--- config.mk ---
export PLATFORM = sky130hd
export DESIGN_NAME = rfid_frame_checker_debounce
export DESIGN_NICKNAME = d
export VERILOG_FILES = /design/src/design/rfc_pkg.sv /design/src/design/rfc_frame.sv /design/src/design/rfc_holdoff.sv /design/src/design/rfid_frame_checker_debounce.sv
export SDC_FILE = /design/constraint.sdc
export NUM_CORES = 1
export LEC_CHECK = 0
export ABC_AREA = 1
export BUFFER_PORTS_ARGS = -buffer_cell sky130_fd_sc_hd__buf_4
export CORE_ASPECT_RATIO = 1.4
export CORE_MARGIN = 3
export CORE_UTILIZATION = 35
export CTS_CLUSTER_SIZE = 12
export DETAILED_ROUTE_END_ITERATION = 12
export GPL_ROUTABILITY_DRIVEN = 0
export HOLD_SLACK_MARGIN = 0.06
export PLACE_DENSITY_LB_ADDON = 0.12
export SLEW_MARGIN = 20
export SYNTH_ARGS = -nofsm -noshare
export SYNTH_HDL_FRONTEND = slang
export SYNTH_HIERARCHICAL = 1
export SYNTH_SLANG_ARGS = --single-unit
--- constraint.sdc ---
create_clock -name clk -period 3.15 [get_ports clk]
set_input_delay 0.4725 -clock clk [delete_from_list [all_inputs] [get_ports clk]]
set_output_delay 0.4725 -clock clk [all_outputs]
set_load 0.1 [all_outputs]
--- src/design/rfc_pkg.sv ---
// ----------------------------------------------------------------------------
// rfc_pkg
// Shared types, constants and helpers for the reader frame checker.
// ----------------------------------------------------------------------------
`default_nettype none

package rfc_pkg;

  // frame layout
  localparam int FrameBytes = 12;
  localparam int HdrLen     = 4;
  localparam int PosBits    = $clog2(FrameBytes);
  localparam int HoldBits   = 16;

  typedef logic [PosBits-1:0]  pos_t;
  typedef logic [HoldBits-1:0] hold_cnt_t;

  localparam pos_t PosHdrEnd = pos_t'(HdrLen);
  localparam pos_t PosStatus = pos_t'(4);
  localparam pos_t PosIdLast = pos_t'(8);
  localparam pos_t PosLast   = pos_t'(FrameBytes - 1);

  // header bytes
  localparam logic [7:0] Hdr0 = 8'h04;
  localparam logic [7:0] Hdr1 = 8'h0C;
  localparam logic [7:0] Hdr2 = 8'h02;
  localparam logic [7:0] Hdr3 = 8'h30;

  localparam logic [31:0] IdZero    = 32'h0000_0000;
  localparam logic [31:0] IdAllOnes = 32'hFFFF_FFFF;
  localparam logic [7:0]  StatusOk  = 8'h00;

  localparam logic [15:0] HoldTicksReset = 16'd1000;

  // result codes
  typedef enum logic [2:0] {
    OUT_REPORTED   = 3'd0,
    OUT_SUPPRESSED = 3'd1,
    OUT_CSUM_BAD   = 3'd2,
    OUT_STATUS_BAD = 3'd3,
    OUT_ID_BAD     = 3'd4
  } outcome_t;

  // input item kind
  typedef enum logic {
    KIND_BYTE = 1'b0,
    KIND_TICK = 1'b1
  } kind_t;

  // configuration register indexes
  typedef enum logic {
    REG_DIRECTION  = 1'b0,
    REG_HOLD_TICKS = 1'b1
  } reg_idx_t;

  // frame assembler result for the byte being processed
  typedef struct packed {
    logic        done;
    outcome_t    code;     // OUT_REPORTED stands for "good frame"
    logic [31:0] card_id;
  } frame_res_t;

  // events toward the hold-off timer
  typedef struct packed {
    logic tick;
    logic good;
  } hold_evt_t;

  // expected header byte at a header position
  function automatic logic [7:0] header_byte(input logic [1:0] idx);
    logic [7:0] hb;
    case (idx)
      2'd0:    hb = Hdr0;
      2'd1:    hb = Hdr1;
      2'd2:    hb = Hdr2;
      default: hb = Hdr3;
    endcase
    return hb;
  endfunction

endpackage

`default_nettype wire

--- src/design/rfc_frame.sv ---
// ----------------------------------------------------------------------------
// rfc_frame
// Frame assembler: header match, running XOR, status and id capture, checks.
// ----------------------------------------------------------------------------
`default_nettype none

module rfc_frame import rfc_pkg::*; (
  input  wire logic       clk,
  input  wire logic       rst,
  input  wire logic       byte_valid,
  input  wire logic [7:0] rx_byte,
  output frame_res_t      res
);

  pos_t        byte_position, byte_position_next;
  logic [7:0]  xor_sum, xor_sum_next;
  logic [7:0]  status_seen, status_seen_next;
  logic [31:0] id_shift, id_shift_next;

  // next state and frame result
  always_comb begin
    byte_position_next = byte_position;
    xor_sum_next       = xor_sum;
    status_seen_next   = status_seen;
    id_shift_next      = id_shift;
    res.done           = 1'b0;
    res.code           = OUT_REPORTED;
    res.card_id        = id_shift;

    if (byte_valid) begin
      if (byte_position < PosHdrEnd) begin
        if (rx_byte != header_byte(byte_position[1:0])) begin
          // realign: a header start byte opens a new frame
          if (rx_byte == Hdr0) begin
            byte_position_next = pos_t'(1);
            xor_sum_next       = rx_byte;
          end else begin
            byte_position_next = '0;
            xor_sum_next       = '0;
          end
        end else begin
          xor_sum_next       = (byte_position == '0) ? rx_byte : (xor_sum ^ rx_byte);
          byte_position_next = byte_position + pos_t'(1);
        end
      end else if (byte_position < PosLast) begin
        if (byte_position == PosStatus) begin
          status_seen_next = rx_byte;
        end else if (byte_position <= PosIdLast) begin
          id_shift_next = {id_shift[23:0], rx_byte};
        end
        xor_sum_next       = xor_sum ^ rx_byte;
        byte_position_next = byte_position + pos_t'(1);
      end else begin
        // checksum byte closes the frame
        byte_position_next = '0;
        xor_sum_next       = '0;
        res.done           = 1'b1;
        if (rx_byte != ~xor_sum) begin
          res.code = OUT_CSUM_BAD;
        end else if (status_seen != StatusOk) begin
          res.code = OUT_STATUS_BAD;
        end else if (id_shift == IdZero || id_shift == IdAllOnes) begin
          res.code = OUT_ID_BAD;
        end else begin
          res.code = OUT_REPORTED;
        end
      end
    end
  end

  // state registers
  always_ff @(posedge clk) begin
    if (rst) begin
      byte_position <= '0;
      xor_sum       <= '0;
      status_seen   <= '0;
      id_shift      <= '0;
    end else begin
      byte_position <= byte_position_next;
      xor_sum       <= xor_sum_next;
      status_seen   <= status_seen_next;
      id_shift      <= id_shift_next;
    end
  end

endmodule

`default_nettype wire

--- src/design/rfc_holdoff.sv ---
// ----------------------------------------------------------------------------
// rfc_holdoff
// Hold-off timer: disarms on a good frame, re-arms when the countdown expires.
// ----------------------------------------------------------------------------
`default_nettype none

module rfc_holdoff import rfc_pkg::*; (
  input  wire logic        clk,
  input  wire logic        rst,
  input  wire hold_evt_t   evt,
  input  wire logic [15:0] hold_ticks,
  output logic             armed
);

  hold_cnt_t hold_count, hold_count_next;
  logic      armed_next;
  hold_cnt_t load;

  assign load = hold_cnt_t'(hold_ticks);

  // countdown; zero means idle
  always_comb begin
    armed_next      = armed;
    hold_count_next = hold_count;
    if (evt.good) begin
      armed_next      = 1'b0;
      hold_count_next = (load == '0) ? hold_cnt_t'(1) : load;
    end else if (evt.tick && hold_count != '0) begin
      hold_count_next = hold_count - hold_cnt_t'(1);
      if (hold_count == hold_cnt_t'(1)) begin
        armed_next = 1'b1;
      end
    end
  end

  always_ff @(posedge clk) begin
    if (rst) begin
      armed      <= 1'b1;
      hold_count <= '0;
    end else begin
      armed      <= armed_next;
      hold_count <= hold_count_next;
    end
  end

endmodule

`default_nettype wire

--- src/design/rfid_frame_checker_debounce.sv ---
// ----------------------------------------------------------------------------
// rfid_frame_checker_debounce
// Checks 12-byte reader frames and limits how often a card is reported.
// ----------------------------------------------------------------------------
//
//  channel  dir  tdata                         tuser
//  s_*      in   [7:0] rx_byte                 [0] kind (0 byte, 1 tick)
//  m_*      out  [2:0] outcome, [34:3] card_id  -
//                [35] leaving, [39:36] zero
//  cfg_*    in   write port: index 0 direction, 1 hold_ticks
//
//  One item per cycle sustained while the result side does not stall; a
//  result passes through the input register, then the result register.
//  The frame assembler and hold-off timer both update in the single pass
//  between those two registers.
//  Synchronous reset empties both stages and resets all frame and timer state.
//  A stalled result holds the output register; the input register keeps
//  accepting until it is also full.
//
`default_nettype none

module rfid_frame_checker_debounce import rfc_pkg::*; (
  input  wire logic        clk,
  input  wire logic        rst,
  input  wire logic        s_tvalid,
  output logic             s_tready,
  input  wire logic [7:0]  s_tdata,   // [7:0] rx_byte
  input  wire logic        s_tuser,   // [0] kind
  output logic             m_tvalid,
  input  wire logic        m_tready,
  output logic [39:0]      m_tdata,   // [2:0] outcome, [34:3] card_id, [35] leaving
  input  wire logic        cfg_we,
  input  wire logic        cfg_index,
  input  wire logic [15:0] cfg_data
);

  logic        direction;
  logic [15:0] hold_ticks;

  logic        in_valid;
  kind_t       in_kind;
  logic [7:0]  in_byte;
  logic        advance;

  frame_res_t  res;
  hold_evt_t   evt;
  logic        armed;
  outcome_t    outcome;

  // configuration registers
  always_ff @(posedge clk) begin
    if (rst) begin
      direction  <= 1'b0;
      hold_ticks <= HoldTicksReset;
    end else if (cfg_we) begin
      unique case (reg_idx_t'(cfg_index))
        REG_DIRECTION:  direction  <= cfg_data[0];
        REG_HOLD_TICKS: hold_ticks <= cfg_data;
      endcase
    end
  end

  // stage handshake: process when the result register is free or draining
  assign advance  = in_valid && (!m_tvalid || m_tready);
  assign s_tready = !in_valid || advance;

  // input register
  always_ff @(posedge clk) begin
    if (rst) begin
      in_valid <= 1'b0;
    end else if (s_tready) begin
      in_valid <= s_tvalid;
    end
  end

  always_ff @(posedge clk) begin
    if (s_tvalid && s_tready) begin
      in_kind <= kind_t'(s_tuser);
      in_byte <= s_tdata;
    end
  end

  rfc_frame u_frame (
    .clk        (clk),
    .rst        (rst),
    .byte_valid (advance && in_kind == KIND_BYTE),
    .rx_byte    (in_byte),
    .res        (res)
  );

  assign evt.tick = advance && in_kind == KIND_TICK;
  assign evt.good = res.done && res.code == OUT_REPORTED;

  rfc_holdoff u_holdoff (
    .clk        (clk),
    .rst        (rst),
    .evt        (evt),
    .hold_ticks (hold_ticks),
    .armed      (armed)
  );

  // a good frame while disarmed is a suppressed repeat
  assign outcome = (res.code == OUT_REPORTED && !armed) ? OUT_SUPPRESSED : res.code;

  // result register
  always_ff @(posedge clk) begin
    if (rst) begin
      m_tvalid <= 1'b0;
    end else if (advance && res.done) begin
      m_tvalid <= 1'b1;
    end else if (m_tready) begin
      m_tvalid <= 1'b0;
    end
  end

  always_ff @(posedge clk) begin
    if (advance && res.done) begin
      m_tdata <= {4'b0000, direction, res.card_id, outcome};
    end
  end

endmodule

`default_nettype wire

==> impl_metrics.env, run 1 <==
export IMPL_run_status="complete, no violations"
export IMPL_worst_hold_path_num_cells=1
export IMPL_fmax_mhz=370
export IMPL_vias_in_the_first_global_route=5114
export IMPL_cts_htree_levels=4
export IMPL_grt_max_degree=41
export IMPL_detailedPlacementHpwl_um=10800
export IMPL_r2r_cells=12
export IMPL_fin_worst_hold_slack_ps=233
export IMPL_syn_cell_area_um2=6250
export IMPL_post_synth_top_area_cell="sky130_fd_sc_hd__dfxtp_1"
export IMPL_finClkSkew_ps=6.17
export IMPL_number_of_antenna_violations_at_the_first_check_in_global_routing=0
export IMPL_setup_tns_final_ps=0
export IMPL_ant_cells=0
export IMPL_drt_wl_total_um=14800
export IMPL_worst_path_stages=12
export IMPL_met1_track_utilization_from_global_routing_pct=18.4
export IMPL_cts_tree="yes"
export IMPL_internal_power_mw=3.22
export IMPL_pwr_share_clk_pct=43.5
export IMPL_cts_setup_buffers=0
export IMPL_use_met3_pct=3.27
export IMPL_std_cell_rows=57
export IMPL_worstReg2RegStart="in_byte[3]$_DFFE_PP_"
export IMPL_die_extent_in_x_um=119
export IMPL_share_of_the_synthesized_area_in_the_top_cell_type_pct=28.2
export IMPL_pins_over_their_slew_limit=0
export IMPL_post_route_period_util_pct=85.7
export IMPL_overall_routing_resource_usage_pct=15.8
export IMPL_p_sw_share_pct=26.8
export IMPL_fin_nets=864
export IMPL_synth_cell_types=48
export IMPL_synth_edff_count=45
export IMPL_timing_critical_path_cells="xnor2_1 -> nor4_2 -> nand3_1 -> nand2_1 -> inv_1 -> or2_2 -> nor3_2 -> inv_1 -> nand2_4 -> nand2_1 -> nor2_1 -> nor2_1"
export IMPL_detail_route_first_pass_iterations=5
export IMPL_synth_top_cells_by_count="147 x sky130_fd_sc_hd__nor2_1, 128 x sky130_fd_sc_hd__nand2_1, 88 x sky130_fd_sc_hd__dfxtp_1, 63 x sky130_fd_sc_hd__o21ai_0, 55 x sky130_fd_sc_hd__inv_1"
export IMPL_synth_seq_cells=133
export IMPL_busiest_layer="met2"
export IMPL_dr_total_vias=5256
export IMPL_die_area_um2=19500
export IMPL_slew_headroom_pct=46.8
export IMPL_clk_pin_slew_ps=60
export IMPL_hold_path_class="in -> reg"
export IMPL_synthesis_instances=758
export IMPL_max_cap_viol_count=0
export IMPL_wire_length_of_the_first_global_routing_pass_um=24700
export IMPL_utilization_pct=43.1
export IMPL_power_leakage_nw=3.00
export IMPL_timing_worst_slew_pin_value_ps=797
export IMPL_yosys_warnings=6
export IMPL_sequentialPowerShare_pct=42.9
export IMPL_most_frequent_cell_after_synthesis="sky130_fd_sc_hd__nor2_1"
export IMPL_switchingPower_mw=1.18
export IMPL_drc=0
export IMPL_critPathSlowestCell="sky130_fd_sc_hd__edfxtp_1"
export IMPL_holdCritStartpoint="s_tdata[3]"
export IMPL_buffer_ports_inserted=68
export IMPL_rsz_0062_raised_after_global_routing="no"
export IMPL_startpoint_type="flop"
export IMPL_hold_viol_final=0
export IMPL_dp_cells=1043
export IMPL_total_power_mw=4.40
export IMPL_floorplan_initialDensity_pct=35.8
export IMPL_setup_violations=0
export IMPL_antenna_left=0
export IMPL_path_max_fanout=15
export IMPL_timing_critical_path_to_type="flop"
export IMPL_drive_above_1_share_pct=19.0
export IMPL_clock_insertion_delay_worst_skew_ps=420
export IMPL_critPathLaunch="in_byte[3]$_DFFE_PP_"
export IMPL_start_to_end_type_of_the_worst_setup_path="reg -> reg"
export IMPL_worst_path_buf_inv=2
export IMPL_path_delay_family="simple AND/OR/NAND/NOR gates"
export IMPL_irDropWorstVdd_v=0.000262
export IMPL_timing_critical_path_arrival_ps=3010
export IMPL_congestion_overflow_gr=0
export IMPL_area_growth_syn_to_layout_pct=20.5
export IMPL_die_h_um=164
export IMPL_core_area_um2=17500
export IMPL_synth_sequential_area_ratio_pct=49.8
export IMPL_hold_buf_count_cts=0
export IMPL_post_layout_instance_count_excluding_filler_cells=1075
export IMPL_tritoncts_num_buffers=17
export IMPL_slowest_delay_ps=500
export IMPL_clk_path_buf_depth=2
export IMPL_worstPathRequired_ps=3460
export IMPL_top_level_ports=73
export IMPL_route_detailed_wl_per_inst_um=13.8
export IMPL_root_buffer="sky130_fd_sc_hd__clkbuf_16"
export IMPL_average_cell_area_after_synthesis_um2=8.25
export IMPL_period_needed_ps=2700
export IMPL_detail_route_iter0_violations=299
export IMPL_dominantRegCellSynth="sky130_fd_sc_hd__dfxtp_1"
export IMPL_async_flop_share_pct=0
export IMPL_routed_vias_inst=4.89
export IMPL_clock_sinks=133
export IMPL_powerDensity_nw_per_um2=584
export IMPL_combinationalPowerShare_pct=13.6
export IMPL_cts_repair_resize_count=0
export IMPL_post_synth_main_area_contributors="sky130_fd_sc_hd__dfxtp_1 28%, sky130_fd_sc_hd__edfxtp_1 22%, sky130_fd_sc_hd__nor2_1 8.8%"
export IMPL_grt_met2_usage_pct=27.7
## worst paths after layout
| check | to | slack (ps) |
|---|---|---|
| worst max register to register | u_holdoff/hold_count[13]$_SDFFE_PP0P_ | 450 |
| worst min-delay path | in_byte[3]$_DFFE_PP_ | 230 |
| worst min register to register | m_tdata[35]$_DFFE_PP_ | 440 |
| worst max-delay path | u_holdoff/hold_count[13]$_SDFFE_PP0P_ | 450 |
## flip-flops by register name, indices dropped and copies added, names as in the netlist
register,count
direction,1
m_tvalid,1
u_frame/id_shift,32
in_kind,1
hold_ticks,16
u_holdoff/hold_count,16
u_holdoff/armed,1
in_byte,8
in_valid,1
m_tdata,36
u_frame/xor_sum,8
u_frame/status_seen,8
u_frame/byte_position,4
## final cells by class
cell class	instances	area (um2)
fill	1782	9940
tap	236	295
multi-input combinational	535	2730
sequential	133	3110
clock buffer	19	443
inverter	62	238
timing repair buffer	77	578
clock inverter	13	133
## cells by family (layout without fill, tap and decap cells)
family | after synthesis | after routing | share of synthesized area (%)
AND/OR/NAND/NOR | 368 | 368 | 27.0
buffers and inverters | 93 | 171 | 6.89
XOR/XNOR | 10 | 10 | 1.40
adder cells (fa/ha/maj) | 7 | 7 | 1.40
other | 1 | 4 | 0.0600
flip-flops | 133 | 133 | 49.8
AO/OA/AOI/OAI | 146 | 146 | 13.5
## through the flow
stage,setup WS (ps),instance area (um2)
global placement,512,6950
detailed placement,441,6950
floorplan,170,6260
CTS,423,7530
finish,449,7530
global route,196,7530
## power by group through the flow
| stage | Sequential [mW] | Combinational, mW | Clock [mW] |
|---|---|---|---|
| after floorplan | 1.90 | 0.475 | 0 |
| after global placement | 1.92 | 0.593 | 0 |
| after detailed placement | 1.92 | 0.599 | 0 |
| after CTS | 1.89 | 0.602 | 1.96 |
| after global routing | 1.90 | 0.683 | 2.04 |
| final | 1.89 | 0.600 | 1.91 |
## worst register-to-register path, stage by stage (launching register included)
cell and delay [ps]:
sky130_fd_sc_hd__edfxtp_1 500, sky130_fd_sc_hd__xnor2_1 230, sky130_fd_sc_hd__nor4_2 410, sky130_fd_sc_hd__nand3_1 120, sky130_fd_sc_hd__nand2_1 70, sky130_fd_sc_hd__inv_1 40, sky130_fd_sc_hd__or2_2 300, sky130_fd_sc_hd__nor3_2 140
sky130_fd_sc_hd__inv_1 240, sky130_fd_sc_hd__nand2_4 290, sky130_fd_sc_hd__nand2_1 100, sky130_fd_sc_hd__nor2_1 110, sky130_fd_sc_hd__nor2_1 50
## placed cells by master, fill, tap and decap left out, types with 2 or more instances in the layout
master                       count
sky130_fd_sc_hd__a31oi_1         2
sky130_fd_sc_hd__nor2_4          7
sky130_fd_sc_hd__bufinv_16       2
sky130_fd_sc_hd__dfxtp_1        88
sky130_fd_sc_hd__inv_6           2
sky130_fd_sc_hd__o21bai_2        5
sky130_fd_sc_hd__nor2_2         10
sky130_fd_sc_hd__o21ai_0        63
sky130_fd_sc_hd__nand3b_1        2
sky130_fd_sc_hd__o211ai_1        3
sky130_fd_sc_hd__clkinv_2        4
sky130_fd_sc_hd__inv_1          55
sky130_fd_sc_hd__conb_1          4
sky130_fd_sc_hd__nor4_1         11
sky130_fd_sc_hd__clkinvlp_4      3
sky130_fd_sc_hd__nand2_1       128
sky130_fd_sc_hd__o21ai_2         8
sky130_fd_sc_hd__inv_2           6
sky130_fd_sc_hd__clkbuf_16      17
sky130_fd_sc_hd__xnor2_1         8
sky130_fd_sc_hd__nand2_4         4
sky130_fd_sc_hd__o21bai_1        4
sky130_fd_sc_hd__nand3_1        34
sky130_fd_sc_hd__ha_1            7
sky130_fd_sc_hd__a21oi_1        53
sky130_fd_sc_hd__clkinv_4        2
sky130_fd_sc_hd__o2111ai_1       3
sky130_fd_sc_hd__xor2_1          2
sky130_fd_sc_hd__nor2_1        146
sky130_fd_sc_hd__nand4_1        14
sky130_fd_sc_hd__buf_4          77
sky130_fd_sc_hd__edfxtp_1       45
## metal layers
metal,part of all wire [%],vias up
met5,0,-
met4,2.5,0
met3,3.8,29
met2,50,140
met1,44,2425
li1,-,2662
Note: power is estimated with default switching activity, not from simulation.
==> run 2, diff against run 1 <==
- CORE_UTILIZATION: 35 -> 53
==> run 2 against run 1 <==
Power is 0.28% lower. Critical path depth is 1 higher. Combinational power is 1% lower. Sequential power hardly changed. Register-to-register slack better by 90 ps. Highest routed layer unchanged. Core utilization is 22 points higher. Non-clock buffer count is 2 lower. Via count is 2.9% higher. Die area is 33% lower. Sequential cell count stayed put. Cell area is 1.7% lower.
==> impl_metrics.env, run 2 (synthesis results as in run 1) <==
export IMPL_route_detailed_wl_per_inst_um=14.2
export IMPL_holdCritStartpoint="s_tdata[5]"
export IMPL_die_extent_in_x_um=97.8
export IMPL_largest_reg_flops=36
export IMPL_worstReg2RegStart="in_byte[3]$_DFFE_PP_"
export IMPL_critPathSlowestCell="sky130_fd_sc_hd__edfxtp_1"
export IMPL_fmax_mhz=383
export IMPL_pins_over_their_slew_limit=0
export IMPL_hold_path_class="in -> reg"
export IMPL_clock_sinks=133
export IMPL_timing_critical_path_to_type="flop"
export IMPL_max_flop_register="m_tdata"
export IMPL_cts_setup_buffers=0
export IMPL_antenna_left=0
export IMPL_cts_repair_resize_count=0
export IMPL_clock_insertion_delay_worst_skew_ps=410
export IMPL_setup_violations=0
export IMPL_hold_buf_count_cts=0
export IMPL_most_common_layout_cells="146 x sky130_fd_sc_hd__nor2_1, 128 x sky130_fd_sc_hd__nand2_1, 88 x sky130_fd_sc_hd__dfxtp_1"
export IMPL_slew_headroom_pct=50.3
export IMPL_dp_cells=949
export IMPL_top_regs="m_tdata: 36 flops, u_frame/id_shift: 32 flops"
export IMPL_power_leakage_nw=3.00
export IMPL_run_status="complete, no violations"
export IMPL_path_max_fanout=23
export IMPL_vias_in_the_first_global_route=4945
export IMPL_core_area_um2=11500
export IMPL_r2r_cells=13
export IMPL_slowest_delay_ps=500
export IMPL_irDropWorstVdd_v=0.000406
export IMPL_combinationalPowerShare_pct=13.5
export IMPL_drt_wl_total_um=13900
export IMPL_std_cell_rows=46
export IMPL_powerDensity_nw_per_um2=593
export IMPL_detail_route_first_pass_iterations=5
export IMPL_wire_length_of_the_first_global_routing_pass_um=22800
export IMPL_post_route_period_util_pct=82.9
export IMPL_path_delay_family="simple AND/OR/NAND/NOR gates"
export IMPL_finClkSkew_ps=7.32
export IMPL_start_to_end_type_of_the_worst_setup_path="reg -> reg"
export IMPL_clk_pin_slew_ps=60
export IMPL_switchingPower_mw=1.18
export IMPL_timing_worst_slew_pin_value_ps=745
export IMPL_die_area_um2=13100
export IMPL_worstPathRequired_ps=3440
export IMPL_grt_max_degree=41
export IMPL_number_of_antenna_violations_at_the_first_check_in_global_routing=0
export IMPL_startpoint_type="flop"
export IMPL_worst_hold_path_num_cells=1
export IMPL_fin_nets=862
export IMPL_hold_viol_final=0
export IMPL_top_level_ports=73
export IMPL_timing_reg2reg_setup_slack_ps=540
export IMPL_detail_route_iter0_violations=358
export IMPL_period_needed_ps=2610
export IMPL_timing_critical_path_cells="xnor2_1 -> nor4_2 -> nand3_1 -> nand2_1 -> inv_1 -> or2_2 -> nor3_2 -> inv_1 -> buf_4 -> o21ai_0 -> nand2_1 -> nor2_1 -> nor2_1"
export IMPL_tritoncts_num_buffers=17
export IMPL_drc=0
export IMPL_clk_path_buf_depth=2
export IMPL_r2r_end="u_holdoff/hold_count[2]$_SDFFE_PP0P_"
export IMPL_buffer_ports_inserted=68
export IMPL_cts_tree="yes"
export IMPL_routed_vias_inst=5.51
export IMPL_setup_tns_final_ps=0
export IMPL_die_h_um=134
export IMPL_cts_htree_levels=4
export IMPL_pwr_share_clk_pct=43.4
export IMPL_area_growth_syn_to_layout_pct=18.4
export IMPL_fin_worst_hold_slack_ps=239
export IMPL_internal_power_mw=3.21
export IMPL_root_buffer="sky130_fd_sc_hd__clkbuf_16"
export IMPL_congestion_overflow_gr=0
export IMPL_max_cap_viol_count=0
export IMPL_min_delay_worst_endpoint="in_byte[5]$_DFFE_PP_"
export IMPL_ant_cells=0
export IMPL_worst_path_buf_inv=3
export IMPL_overall_routing_resource_usage_pct=21.2
export IMPL_p_sw_share_pct=26.9
export IMPL_post_layout_instance_count_excluding_filler_cells=981
export IMPL_rsz_0062_raised_after_global_routing="no"
export IMPL_total_power_mw=4.39
export IMPL_drive_above_1_share_pct=19.0
export IMPL_sequentialPowerShare_pct=43.0
export IMPL_dr_total_vias=5409
export IMPL_detailedPlacementHpwl_um=9900
export IMPL_timing_critical_path_arrival_ps=2900
export IMPL_layout_cells_most_common="sky130_fd_sc_hd__nor2_1"
export IMPL_floorplan_initialDensity_pct=54.6
[run 2: changes by cell type in the layout (fill, tap and decap cells not counted)]
cell	before	now
sky130_fd_sc_hd__clkinv_4	2	3
sky130_fd_sc_hd__inv_6	2	4
sky130_fd_sc_hd__clkbuf_8	1	0
sky130_fd_sc_hd__clkinvlp_4	3	2
sky130_fd_sc_hd__clkinv_1	1	0
sky130_fd_sc_hd__buf_4	77	75
sky130_fd_sc_hd__clkbuf_1	1	0
sky130_fd_sc_hd__clkinv_2	4	5
[run 2: worst max path at each step]
stage,depth (start not counted),from,slack [ps],end
6_report,13,in_byte[3]$_DFFE_PP_,540,u_holdoff/hold_count[2]$_SDFFE_PP0P_
5_1_grt,15,u_frame/byte_position[0]$_SDFFE_PP0P_,280,u_holdoff/hold_count[3]$_SDFFE_PP0P_
4_1_cts,15,u_frame/byte_position[0]$_SDFFE_PP0P_,560,u_holdoff/hold_count[3]$_SDFFE_PP0P_
3_5_place_dp,13,in_byte[3]$_DFFE_PP_,590,u_holdoff/hold_count[2]$_SDFFE_PP0P_
3_3_place_gp,13,in_byte[3]$_DFFE_PP_,670,u_holdoff/hold_count[3]$_SDFFE_PP0P_
2_1_floorplan,14,m_tvalid$_SDFFE_PP0P_,170,u_holdoff/hold_count[0]$_SDFFE_PP0P_
[run 2: cell type report]
cell class / instances / area [um2]
Clock buffer: 17 / 425
Clock inverter: 15 / 153
Fill cell: 954 / 4050
Inverter: 62 / 238
Multi-Input combinational cell: 535 / 2730
Sequential cell: 133 / 3110
Tap cell: 144 / 180
Timing Repair Buffer: 75 / 563
[run 2: per-stage QoR]
stage,util [%],worst slack (ps),area (um2)
2_1_floorplan,-,170,6260
3_3_place_gp,59.6,672,6820
3_5_place_dp,59.6,588,6820
4_1_cts,64.6,556,7400
5_1_grt,64.6,281,7400
6_report,64.6,539,7400
[run 2: power groups by stage]
stage	sequential [mW]	clock [mW]	combinational [mW]
6_report	1.89	1.91	0.592
5_1_grt	1.89	2.02	0.666
4_1_cts	1.89	1.94	0.588
3_5_place_dp	1.92	0	0.584
3_3_place_gp	1.92	0	0.572
2_1_floorplan	1.90	0	0.475
[run 2: worst register-to-register path, stage by stage, from the launching register on]
cell and delay, ps:
sky130_fd_sc_hd__edfxtp_1 500, sky130_fd_sc_hd__xnor2_1 230, sky130_fd_sc_hd__nor4_2 410, sky130_fd_sc_hd__nand3_1 140
sky130_fd_sc_hd__nand2_1 90, sky130_fd_sc_hd__inv_1 50, sky130_fd_sc_hd__or2_2 300, sky130_fd_sc_hd__nor3_2 140
sky130_fd_sc_hd__inv_1 110, sky130_fd_sc_hd__buf_4 220, sky130_fd_sc_hd__o21ai_0 100, sky130_fd_sc_hd__nand2_1 70
sky130_fd_sc_hd__nor2_1 100, sky130_fd_sc_hd__nor2_1 50
[run 2: per-layer routing]
metal / part of all wire [%] / up-vias / routed length [um] / GRT usage, %
met2: 50 / 241 / 6930 / 36.3
li1: - / 2650 / - / -
met1: 41 / 2486 / 5730 / 25.3
met3: 6.5 / 32 / 899 / 4.81
met4: 2.5 / 0 / 354 / 9.62
met5: 0 / - / 0 / 0
